===== config.mk =====
export PLATFORM = sky130hd
export DESIGN_NAME = ipv6_address_text_formatter
export DESIGN_NICKNAME = d
export VERILOG_FILES = /design/src/design/ipv6fmt_pkg.sv /design/src/design/ipv6fmt_scan.sv /design/src/design/ipv6_address_text_formatter.sv
export VERILOG_INCLUDE_DIRS = /design/src /design/src/design
export SDC_FILE = /design/constraint.sdc
export NUM_CORES = 1
export LEC_CHECK = 0
export BUFFER_PORTS_ARGS = -buffer_cell sky130_fd_sc_hd__buf_4
export CAP_MARGIN = 20
export CORE_UTILIZATION = 60
export CTS_CLUSTER_SIZE = 25
export DETAILED_ROUTE_END_ITERATION = 12
export PLACE_DENSITY = 0.93
export SYNTH_ARGS = -nofsm -noshare
export SYNTH_HDL_FRONTEND = slang
export SYNTH_SLANG_ARGS = --single-unit
export TNS_END_PERCENT = 20

===== constraint.sdc =====
create_clock -name clk -period 9.1 [get_ports clk]
set_clock_uncertainty 0.2 [all_clocks]
set_input_delay 1.365 -clock clk [delete_from_list [all_inputs] [get_ports clk]]
set_output_delay 1.365 -clock clk [all_outputs]
set_load 0.1 [all_outputs]

===== src/design/assert_macros.svh =====
// Assertion macros used by the formatter top level.
`ifndef ASSERT_MACROS_SVH
`define ASSERT_MACROS_SVH
`ifndef SYNTHESIS
`define ASSERT_CLK(label, clk, rst_n, prop, msg) \
	label: assert property (@(posedge clk) disable iff (!rst_n) prop) else $error(msg);
`define ASSERT_NEXT(label, clk, rst_n, pre, post, msg) \
	label: assert property (@(posedge clk) disable iff (!rst_n) (pre) |=> (post)) else $error(msg);
`else
`define ASSERT_CLK(label, clk, rst_n, prop, msg)
`define ASSERT_NEXT(label, clk, rst_n, pre, post, msg)
`endif
`endif


===== src/design/ipv6fmt_pkg.sv =====
// Shared types, codes and helper functions for the IPv6 text formatter.
package ipv6fmt_pkg;
	localparam int unsigned NumFields = 8;
	localparam int unsigned FieldW    = 16;

	typedef logic [2:0] op_t;
	localparam op_t OpCompressed = 3'd0;
	localparam op_t OpNetwork    = 3'd1;
	localparam op_t OpPrefix     = 3'd2;
	localparam op_t OpNetmask    = 3'd3;
	localparam op_t OpCanonical  = 3'd4;

	localparam logic [6:0] ChColon = 7'h3a;
	localparam logic [6:0] ChDot   = 7'h2e;
	localparam logic [6:0] ChSlash = 7'h2f;
	localparam logic [6:0] ChZero  = 7'h30;

	// Analysis result handed from the zero-run scanner to the emitter.
	typedef struct packed {
		logic       has_run;
		logic [2:0] run_pos;
		logic [3:0] run_end;
		logic       v4;
	} plan_t;

	function automatic logic [6:0] hex_char(input logic [3:0] d);
		hex_char = (d < 4'd10) ? (ChZero + {3'd0, d}) : (7'h57 + {3'd0, d});
	endfunction

	function automatic logic [6:0] dec_char(input logic [3:0] d);
		dec_char = ChZero + {3'd0, d};
	endfunction
endpackage


===== src/design/ipv6fmt_scan.sv =====
// Zero-run scanner: one field per cycle, finds the longest zero run.
module ipv6fmt_scan (
	input  logic                    clk,
	input  logic                    arst_n,
	input  logic                    start,
	input  logic [127:0]            fields,
	output logic                    done,
	output ipv6fmt_pkg::plan_t      plan
);
	import ipv6fmt_pkg::*;

	logic       busy_q;
	logic [3:0] k_q;
	logic [2:0] cur_pos_q, best_pos_q;
	logic [3:0] cur_len_q, best_len_q;
	logic [15:0] fld;
	logic [3:0] nlen;
	logic [3:0] blen;
	logic [15:0] f4, f5, f7;

	assign fld = fields[127 - 16*k_q[2:0] -: 16];
	assign nlen = cur_len_q + 4'd1;
	assign f4 = fields[63:48];
	assign f5 = fields[47:32];
	assign f7 = fields[15:0];

	// Step through the fields, tracking the current and best zero runs.
	always_ff @(posedge clk or negedge arst_n) begin
		if (!arst_n) begin
			busy_q <= 1'b0;
			k_q <= '0;
			done <= 1'b0;
		end else begin
			done <= 1'b0;
			if (start) begin
				busy_q <= 1'b1;
				k_q <= '0;
				cur_len_q <= '0;
				best_len_q <= '0;
				best_pos_q <= '0;
				cur_pos_q <= '0;
			end else if (busy_q) begin
				if (fld == 16'd0) begin
					if (cur_len_q == 4'd0) cur_pos_q <= k_q[2:0];
					cur_len_q <= nlen;
					if (nlen > best_len_q) begin
						best_len_q <= nlen;
						best_pos_q <= (cur_len_q == 4'd0) ? k_q[2:0] : cur_pos_q;
					end
				end else begin
					cur_len_q <= '0;
				end
				k_q <= k_q + 4'd1;
				if (k_q == 4'd7) begin
					busy_q <= 1'b0;
					done <= 1'b1;
				end
			end
		end
	end

	// Classify the best run, including the IPv4 tail cases.
	always_comb begin
		plan.has_run = best_len_q >= 4'd2;
		plan.run_pos = best_pos_q;
		plan.v4 = 1'b0;
		if (plan.has_run && best_pos_q == 3'd0) begin
			if (best_len_q == 4'd6) plan.v4 = 1'b1;
			else if (best_len_q == 4'd7 && f7 != 16'd1) plan.v4 = 1'b1;
			else if (best_len_q == 4'd5 && f5 == 16'hffff) plan.v4 = 1'b1;
			else if (best_len_q == 4'd4 && f4 == 16'hffff && f5 == 16'd0) plan.v4 = 1'b1;
		end
		blen = (plan.v4 && best_len_q == 4'd7) ? 4'd6 : best_len_q;
		plan.run_end = {1'b0, best_pos_q} + blen;
	end
endmodule


===== src/design/ipv6_address_text_formatter.sv =====
// Top level: IPv6 address text formatter, emits the text one character at a time.
// The first character follows acceptance once the zero scan of all eight fields is done;
// dropped leading zeros in the first field and output stalls delay it further.
// A new address is taken only once the last character is out; a dropped leading zero
// still uses an emit slot, and a decimal byte shows only its significant digits.
// Reset: arst_n clears the sequencer and the output valid; payload is not reset.
`include "assert_macros.svh"
module ipv6_address_text_formatter (
	input  logic                 clk,
	input  logic                 arst_n,
	input  logic                 in_valid,
	output logic                 in_stall,
	input  ipv6fmt_pkg::op_t     op,
	input  logic [63:0]          addr_high,
	input  logic [63:0]          addr_low,
	input  logic [7:0]           prefix_len,
	output logic                 out_valid,
	input  logic                 out_stall,
	output logic [6:0]           char_code,
	output logic                 last_char
);
	import ipv6fmt_pkg::*;

	typedef enum logic [2:0] {
		StIdle, StScan, StField, StV4, StSuffix
	} state_t;

	state_t      state_q;
	logic [127:0] f_q;
	op_t         op_q;
	logic [7:0]  plen_q;
	plan_t       plan;
	logic        scan_start, scan_done;
	logic [3:0]  k_q;
	logic [2:0]  sub_q;
	logic        started_q;
	logic [127:0] mask;
	logic [7:0]  p;
	logic        take;
	logic        out_free;

	assign in_stall = (state_q != StIdle);
	assign take = in_valid && !in_stall;
	assign out_free = !out_valid || !out_stall;
	assign p = (prefix_len > 8'd128) ? 8'd128 : prefix_len;
	assign mask = (p == 8'd0) ? 128'd0 : ~(128'd0) << (8'd128 - p);
	assign scan_start = take;

	ipv6fmt_scan u_scan (
		.clk(clk), .arst_n(arst_n), .start(scan_start), .fields(f_q),
		.done(scan_done), .plan(plan)
	);

	// Current field, its digits and decimal split of the tail bytes.
	logic [15:0] fld;
	logic [3:0]  hexd;
	logic [7:0]  dbyte;
	logic [3:0]  d100, d10, d1;
	logic [7:0]  rem100;
	logic [1:0]  ndig;
	logic        canon;

	assign fld = f_q[127 - 16*k_q[2:0] -: 16];
	assign canon = (op_q == OpCanonical);

	// Pick the byte shown by the IPv4 tail or the suffix.
	always_comb begin
		if (state_q == StSuffix) dbyte = plen_q;
		else dbyte = f_q[31 - 8*k_q[1:0] -: 8];
		d100 = (dbyte >= 8'd200) ? 4'd2 : (dbyte >= 8'd100) ? 4'd1 : 4'd0;
		rem100 = dbyte - 8'(d100 * 8'd100);
		d10 = 4'(({8'd0, rem100} * 16'd205) >> 11);
		d1 = 4'(rem100 - 8'(d10 * 8'd10));
		ndig = (dbyte >= 8'd100) ? 2'd3 : (dbyte >= 8'd10) ? 2'd2 : 2'd1;
		hexd = fld[15 - 4*sub_q[1:0] -: 4];
	end

	// Sequence: scan, then emit at most one character per free output slot.
	always_ff @(posedge clk or negedge arst_n) begin
		if (!arst_n) begin
			state_q <= StIdle;
			out_valid <= 1'b0;
			k_q <= '0;
			sub_q <= '0;
			started_q <= 1'b0;
		end else begin
			if (out_valid && !out_stall) out_valid <= 1'b0;
			unique case (state_q)
				StIdle: begin
					if (take) begin
						op_q <= op;
						plen_q <= prefix_len;
						if (op == OpNetwork || op == OpPrefix)
							f_q <= {addr_high, addr_low} & mask;
						else if (op == OpNetmask) f_q <= mask;
						else f_q <= {addr_high, addr_low};
						state_q <= StScan;
					end
				end
				StScan: begin
					if (scan_done) begin
						state_q <= StField;
						k_q <= '0;
						sub_q <= '0;
						started_q <= 1'b0;
					end
				end
				StField: begin
					if (out_free) begin
						out_valid <= 1'b1;
						last_char <= 1'b0;
						if (canon) begin
							// sub 0 is a separator for every field but the first
							if (sub_q == 3'd0 && k_q != 4'd0) begin
								char_code <= ChColon;
								sub_q <= 3'd1;
							end else begin
								char_code <= hex_char(fld[15 - 4*(sub_q == 3'd0 ? 2'd0
									: 2'(sub_q - 3'd1)) -: 4]);
								if (sub_q == 3'd4) begin
									sub_q <= '0;
									k_q <= k_q + 4'd1;
									if (k_q == 4'd7) begin
										last_char <= 1'b1;
										state_q <= StIdle;
									end
								end else if (k_q == 4'd0 && sub_q == 3'd0) begin
									sub_q <= 3'd2;
								end else begin
									sub_q <= sub_q + 3'd1;
								end
							end
						end else if (plan.has_run && k_q == {1'b0, plan.run_pos}
								&& sub_q != 3'd7) begin
							// first ':' of "::"
							char_code <= ChColon;
							sub_q <= 3'd7;
						end else if (sub_q == 3'd7) begin
							char_code <= ChColon;
							sub_q <= '0;
							k_q <= plan.run_end;
							if (plan.run_end == 4'd8) begin
								if (op_q == OpPrefix) state_q <= StSuffix;
								else begin
									last_char <= 1'b1;
									state_q <= StIdle;
								end
								sub_q <= '0;
							end else if (plan.v4 && plan.run_end == 4'd6) begin
								state_q <= StV4;
								k_q <= '0;
							end
						end else if (sub_q == 3'd0 && k_q != 4'd0 && !started_q
								&& !(plan.has_run && k_q == plan.run_end)) begin
							char_code <= ChColon;
							started_q <= 1'b1;
						end else begin
							// skip leading zero digits
							if (hexd == 4'd0 && sub_q != 3'd3 && !(sub_q != 3'd0
									&& started_q && fld[15 -: 4] != 4'd0) &&
									(fld >> (4*(3 - sub_q[1:0]))) == 16'd0) begin
								out_valid <= 1'b0;
								sub_q <= sub_q + 3'd1;
								started_q <= 1'b1;
							end else begin
								char_code <= hex_char(hexd);
								started_q <= 1'b1;
								if (sub_q == 3'd3) begin
									sub_q <= '0;
									started_q <= 1'b0;
									k_q <= k_q + 4'd1;
									if (k_q == 4'd7) begin
										if (op_q == OpPrefix) state_q <= StSuffix;
										else begin
											last_char <= 1'b1;
											state_q <= StIdle;
										end
									end else if (plan.v4 && k_q == 4'd5) begin
										// hand the last two fields to the dotted tail
										state_q <= StV4;
										k_q <= '0;
									end
								end else sub_q <= sub_q + 3'd1;
							end
						end
					end
				end
				StV4, StSuffix: begin
					if (out_free) begin
						out_valid <= 1'b1;
						last_char <= 1'b0;
						// sub: 0 separator, 1..3 digits
						if (sub_q == 3'd0) begin
							if (state_q == StSuffix) char_code <= ChSlash;
							else if (k_q != 4'd0) char_code <= ChDot;
							else if (plan.run_end != 4'd6) char_code <= ChColon;
							else out_valid <= 1'b0;
							sub_q <= 3'd4 - {1'b0, ndig};
						end else begin
							char_code <= (sub_q == 3'd1) ? dec_char(d100)
								: (sub_q == 3'd2) ? dec_char(d10) : dec_char(d1);
							if (sub_q == 3'd3) begin
								sub_q <= '0;
								k_q <= k_q + 4'd1;
								if (state_q == StSuffix || k_q == 4'd3) begin
									if (state_q == StV4 && op_q == OpPrefix) begin
										state_q <= StSuffix;
									end else begin
										last_char <= 1'b1;
										state_q <= StIdle;
									end
								end
							end else sub_q <= sub_q + 3'd1;
						end
					end
				end
				default: state_q <= StIdle;
			endcase
		end
	end

	`ASSERT_NEXT(a_busy_stall, clk, arst_n, take, in_stall, "accepted item must block input")
	`ASSERT_CLK(a_last_idle, clk, arst_n, (out_valid && last_char && $rose(out_valid)) |-> (state_q == StIdle), "last char must end the sequence")
	`ASSERT_CLK(a_no_out_idle_scan, clk, arst_n, (state_q == StScan) |-> !scan_start, "scan restarted while scanning")
endmodule

==> out/qor.csv, run 1 <==
metric,value,unit
outcome,finished clean,
cts.htree.levels,4,
async_reset_ff_share,10.1,%
first_global_vias,11300,
hp-class,flop to flop,
startpoint_type,flop,
synthTopCellsByArea,"edfxtp_1 (37%), ha_1 (7.0%), mux4_2 (6.0%)",
synth_common_cells,"nor2_1 (181), edfxtp_1 (161), a21oi_1 (118), o21ai_0 (118), nand2_1 (98)",
syn-num-nets,1566,
drc_errors,0,
busiest_layer,met2,
syn_to_final_growth,14.8,%
setup_viol,0,
cts_root_buf,clkbuf_16,
postRouteAntennaNets,0,
post_synth_num_cell_types,84,
synthesis.instances,1337,
fin_nets,1682,
cp_slowest_cell,dfrtp_1,
rsz0062_at_grt,false,
clock-sinks,179,
worst_setup_path_end_kind,flop,
grt.total_usage,39.2,%
worstPathArrival,8.67,ns
cts_hold_buffers,0,
met1_usage,51.6,%
crit_path_max_fanout,18,
yosysTopAreaCell,edfxtp_1,
clk_path_buf_depth,2,
rows,53,
synth_edf_count,161,
synth_area_per_cell,9.80,µm²
cts_setup_buffers,0,
fmax,0.116,GHz
drt_wl_total,43100,µm
drv_cap,0,
tightestPinTransition,1.14,ns
yosysSeqAreaShare,40.4,%
dieArea,22400,µm²
yosysWarnings,0,
vias,12300,
first_pass_iters,9,
synth_flop_cell,edfxtp_1,
cp_common_cell,fa_1,
required,9.18,ns
slowest_delay,0.79,ns
timing_hold_violations_final,0,
initial_utilization,61.7,%
wl_per_cell,24.8,µm
period_share,94.4,%
io_buffers,152,
critical_path_class,flop to flop,
maxSlewViolCount,0,
dp.final_hpwl,33000,µm
core,21200,µm²
netlist_area,13100,µm²
fp.dieW,150,µm
ys_ff_latch,179,
tns,0,ns
fin_crit,8.59,ns
postCtsResizedCells,0,
num_io_pins,153,
antenna_found_initial,1,
gp_congestion,1.10,
grt_pass1_wl,65100,µm
clock_latency,0.45,ns
overflow,0,
synth_top_area_share,36.9,%
die_h,150,µm
drive_gt1_share,19.2,%
slew_headroom,23.9,%
routed_via_density,7.05,
cts_buffers,17,
clk_pin_slew,0.08,ns
grt_max_degree,129,
n_antenna_cell,0,
detail_route.iter0.violations,1950,
grt_util_met3,6.10,%
cts_tree,done,
use_met2,62.8,%
yosysMostFrequentCell,nor2_1,
## critical path: cells and delay by family (launching register included)
family / cells / cell delay [ns]
xor+xnor: 5 / 0.99
mux: 2 / 0.96
simple gates: 3 / 0.54
flops: 1 / 0.79
fa+ha+maj: 9 / 3.19
compound gates: 7 / 1.42
buf+inv: 4 / 0.30
## state kept, by name, summed over array words and instances (netlist names), 3 cells and up
name / count
sub_q: 3
k_q: 4
u_scan.k_q: 4
u_scan.cur_len_q: 4
f_q: 128
u_scan.cur_pos_q: 3
op_q: 3
u_scan.best_pos_q: 3
char_code: 7
plen_q: 8
u_scan.best_len_q: 4
state_q: 3
## cell type report
| type | count | area [µm²] |
|---|---|---|
| clock buffers | 17 | 425 |
| clock inverters | 15 | 198 |
| fillers | 1517 | 6180 |
| inverters | 63 | 236 |
| multi-input cells | 1023 | 7270 |
| flip-flops and latches | 179 | 5290 |
| well taps | 275 | 344 |
| repair buffers | 169 | 1270 |
## kinds of logic after synthesis
kind of cell | synth area share [%]
AOI/OAI and AO/OA | 16.8
xor gates and xnor gates | 2.65
adders and majority gates | 8.96
buffers and inverters | 4.21
DFF | 40.4
muxes | 10.6
other | 0.0286
and+or+nand+nor | 16.4
## layout by cell type (no fill, tap or decap), types with 5 or more instances in the layout
cell type / synthesis / routed
a211oi_1: 6 / 6
a21o_1: 9 / 9
a21oi_1: 118 / 118
a22oi_1: 6 / 6
a31oi_1: 19 / 19
and2_1: 8 / 8
buf_4: 1 / 168
clkbuf_16: 0 / 17
clkinv_8: 0 / 5
dfrtp_1: 18 / 17
edfxtp_1: 161 / 161
fa_1: 13 / 13
ha_1: 73 / 73
inv_1: 61 / 61
mux2_2: 16 / 16
mux2i_1: 25 / 25
mux4_1: 6 / 6
mux4_2: 35 / 35
nand2_1: 98 / 98
nand2b_1: 19 / 19
nand3_1: 23 / 23
nand4_1: 20 / 20
nor2_1: 181 / 180
nor2b_1: 11 / 11
nor3_1: 20 / 20
nor4_1: 37 / 37
o211ai_1: 7 / 7
o21a_1: 7 / 7
o21ai_0: 118 / 118
o221a_2: 7 / 7
o22ai_1: 18 / 18
or3_1: 8 / 8
xnor2_1: 14 / 14
xor2_1: 16 / 16
## routing by layer
metal | vias up | wire length [µm]
li1 | 5256 | -
met1 | 5646 | 15200
met2 | 1145 | 19800
met3 | 225 | 5510
met4 | 2 | 2600
met5 | - | 9
## through the flow
stage	cells	worst slack (ns)	hold WS, ns	util (%)	cell area (µm²)
global placement	1709	0.945	0.298	67.9	14400
CTS	1741	0.524	0.334	70.8	15000
detailed placement	1709	0.592	0.323	67.9	14400
floorplan	1337	1.18	0.244	-	13100
finish	1741	0.510	0.331	70.9	15000
global route	1741	0.0427	0.355	70.9	15000
## worst paths after layout
| check | startpoint | endpoint | slack [ns] | cells after the start |
|---|---|---|---|---|
| max | k_q[0]$_DFFE_PN0P_ | char_code[3]$_DFFE_PP_ | 0.51 | 30 |
| min | u_scan.k_q[3]$_DFFE_PN0P_ | u_scan.done$_DFF_PN0_ | 0.33 | 1 |
| max reg2reg | k_q[0]$_DFFE_PN0P_ | char_code[3]$_DFFE_PP_ | 0.51 | 30 |
| min reg2reg | u_scan.k_q[3]$_DFFE_PN0P_ | u_scan.done$_DFF_PN0_ | 0.33 | 1 |
| max in group asynchronous | arst_n | k_q[1]$_DFFE_PN0P_ | 7.64 | 1 |
| min in group asynchronous | arst_n | sub_q[2]$_DFFE_PN0P_ | 0.67 | 1 |
Power of run 1 is not shown: default switching activity piles up to over one toggle a cycle in this logic, so the estimate is an artifact.
==> run 2: changes to the inputs <==
--- a/config.mk
+++ b/config.mk
@@ -14,5 +14,6 @@
 export PLACE_DENSITY = 0.93
 export SYNTH_ARGS = -nofsm -noshare
 export SYNTH_HDL_FRONTEND = slang
+export SYNTH_HIERARCHICAL = 1
 export SYNTH_SLANG_ARGS = --single-unit
 export TNS_END_PERCENT = 20
==> out/qor.csv, run 2 <==
metric,value,unit,change
cp_top_family,adder cells,,
clock_latency,0.45,ns,about the same
first_pass_iters,6,,-3
layout_commonest_cell,nor2_1,,
cts.htree.levels,4,,unchanged
dp.final_hpwl,34000,µm,+3.0%
cts_root_buf,clkbuf_16,,
vias,12500,,+1.5%
wl_per_cell,25.4,µm,+2.5%
holdPathStages,1,,unchanged
ys_ff_latch,179,,unchanged
dieArea,22700,µm²,+1.0%
grt_max_degree,108,,-16%
r2r_start,state_q[2]$_DFFE_PN0P_,,
cp_common_cell,fa_1,,
slew_headroom,31.1,%,+7.2 points
final_cell_mix,"nor2_1 (185), buf_4 (168), edfxtp_1 (161), a21oi_1 (99), o21ai_0 (90)",,
fmax,0.117,GHz,+0.39%
synth_edf_count,161,,unchanged
regToRegEndpoint,char_code[3]$_DFFE_PP_,,
critical_path_class,flop to flop,,
fin_crit,8.56,ns,-0.0337 ns
tightestPinTransition,1.03,ns,-0.110 ns
outcome,finished clean,,
timing_hold_violations_final,0,,unchanged
maxSlewViolCount,0,,unchanged
r2r_cells,30,,unchanged
path_depth,30,,unchanged
netlist_area,13200,µm²,+1.1%
die_h,151,µm,+0.52%
post_synth_num_cell_types,83,,-1.2%
io_buffers,152,,unchanged
initial_utilization,62.0,%,+0.26 points
cts_buffers,17,,unchanged
yosysWarnings,6,,+6
postRouteAntennaNets,0,,unchanged
routed_via_density,7.14,,+1.3%
grt_pass1_wl,66400,µm,+2.0%
fp.dieW,151,µm,+0.52%
crit_path_max_fanout,14,,-4
fin_nets,1685,,+0.18%
slowest_delay,0.65,ns,-0.14 ns
cp_slowest_cell,a211oi_1,,
gp_congestion,1.04,,-5.6%
top_register,f_q,,
synth_flop_cell,edfxtp_1,,
largest_reg_flops,128,,unchanged
required,9.10,ns,-0.08 ns
synth_common_cells,"nor2_1 (187), edfxtp_1 (161), a21oi_1 (99)",,
period_share,94.0,%,-0.37 points
core,21400,µm²,+0.62%
yosysSeqAreaShare,39.9,%,-0.42 points
detail_route.iter0.violations,1933,,-0.87%
synthesis.instances,1346,,+0.67%
synth_top_area_share,36.5,%,-0.38 points
startpoint_type,flop,,
async_reset_ff_share,10.1,%,unchanged
clk_pin_slew,0.07,ns,about the same
synthTopCellsByArea,"edfxtp_1 (37%), mux4_2 (6.8%), ha_1 (6.7%)",,
worstPathArrival,8.55,ns,-0.12 ns
drv_cap,0,,unchanged
clock-sinks,179,,unchanged
antenna_found_initial,1,,unchanged
yosysTopAreaCell,edfxtp_1,,
first_global_vias,11600,,+2.6%
drc_errors,0,,unchanged
top_regs,"f_q x128, plen_q x8, char_code x7",,
yosysMostFrequentCell,nor2_1,,
rsz0062_at_grt,false,,
grt.total_usage,40.1,%,+0.89 points
num_io_pins,153,,unchanged
tns,0,ns,unchanged
worst_setup_path_end_kind,flop,,
path_buf_inv,4,,unchanged
setup.worst_path.start,state_q[2]$_DFFE_PN0P_,,
rows,53,,unchanged
syn-num-nets,1574,,+0.51%
overflow,0,,unchanged
drive_gt1_share,19.1,%,-0.16 points
r2r_slack,0.54,ns,+0.03 ns
cts_hold_buffers,0,,unchanged
cts_tree,done,,
clk_path_buf_depth,2,,unchanged
synth_area_per_cell,9.83,µm²,+0.38%
n_antenna_cell,0,,unchanged
hp-class,flop to flop,,
setup_viol,0,,unchanged
syn_to_final_growth,14.1,%,
drt_wl_total,44200,µm,+2.7%
crit_end,char_code[3]$_DFFE_PP_,,
-- run 2: worst reg2reg max path: cells and delay by family, from the launching register on --
kind / cells / cell delay [ns]
flops: 1 / 0.56
fa+ha+maj: 8 / 3.03
buf+inv: 4 / 0.28
xor+xnor: 5 / 1.20
mux: 1 / 0.32
compound gates: 6 / 1.52
simple gates: 6 / 1.16
-- run 2: kinds of logic after synthesis --
| group | synth area share, % |
|---|---|
| compound gates | 15.6 |
| xor+xnor | 2.33 |
| fa+ha+maj | 8.83 |
| buf+inv | 4.58 |
| flops | 39.9 |
| mux | 10.7 |
| other cells | 0.0283 |
| simple gates | 17.9 |
-- run 2: worst min path at each step --
| stage | from | to | slack [ns] |
|---|---|---|---|
| 4_1_cts | u_scan/k_q[3]$_DFFE_PN0P_ | u_scan/done$_DFF_PN0_ | 0.30 |
| 5_1_grt | u_scan/k_q[3]$_DFFE_PN0P_ | u_scan/done$_DFF_PN0_ | 0.31 |
| 3_5_place_dp | u_scan/k_q[3]$_DFFE_PN0P_ | u_scan/done$_DFF_PN0_ | 0.26 |
| 3_3_place_gp | u_scan/k_q[3]$_DFFE_PN0P_ | u_scan/done$_DFF_PN0_ | 0.27 |
| 2_1_floorplan | u_scan/k_q[3]$_DFFE_PN0P_ | u_scan/done$_DFF_PN0_ | 0.24 |
| 6_report | u_scan/k_q[3]$_DFFE_PN0P_ | u_scan/done$_DFF_PN0_ | 0.31 |
-- run 2: area by class of cell --
type | instances | area [µm²]
clock buffers | 17 | 425
multi-input cells | 1018 | 7360
well taps | 275 | 344
repair buffers | 170 | 1290
fillers | 1548 | 6250
flip-flops and latches | 179 | 5290
clock inverters | 13 | 123
inverters | 71 | 267
-- run 2: timing repair --
| action | 4_1_cts | 5_1_grt |
|---|---|---|
| setup buffers | 0 | 0 |
| gates resized for setup | 0 | 1 |
| setup endpoints to repair | 0 | 1 |
-- run 2: stage by stage --
stage                     std cells  utilization, %  worst slack, ns  instance area, µm²  hold slack (ns)
after floorplan                1346               -             1.55               13200            0.242
after global placement         1710            68.0            0.906               14500            0.267
after detailed placement       1712            68.0            0.493               14500            0.262
after CTS                      1742            70.6            0.455               15100            0.301
after global routing           1743            70.7            0.115               15100            0.306
final                          1743            70.7            0.543               15100            0.308
-- run 2: layer usage --
layer	wire [µm]	up-vias	GRT usage, %
met3	5850	278	10.2
met4	2890	2	21.5
met1	15800	5683	51.1
met5	13	-	0
met2	19600	1224	62.8
li1	-	5265	-
Power of run 2 is left out for the same reason.
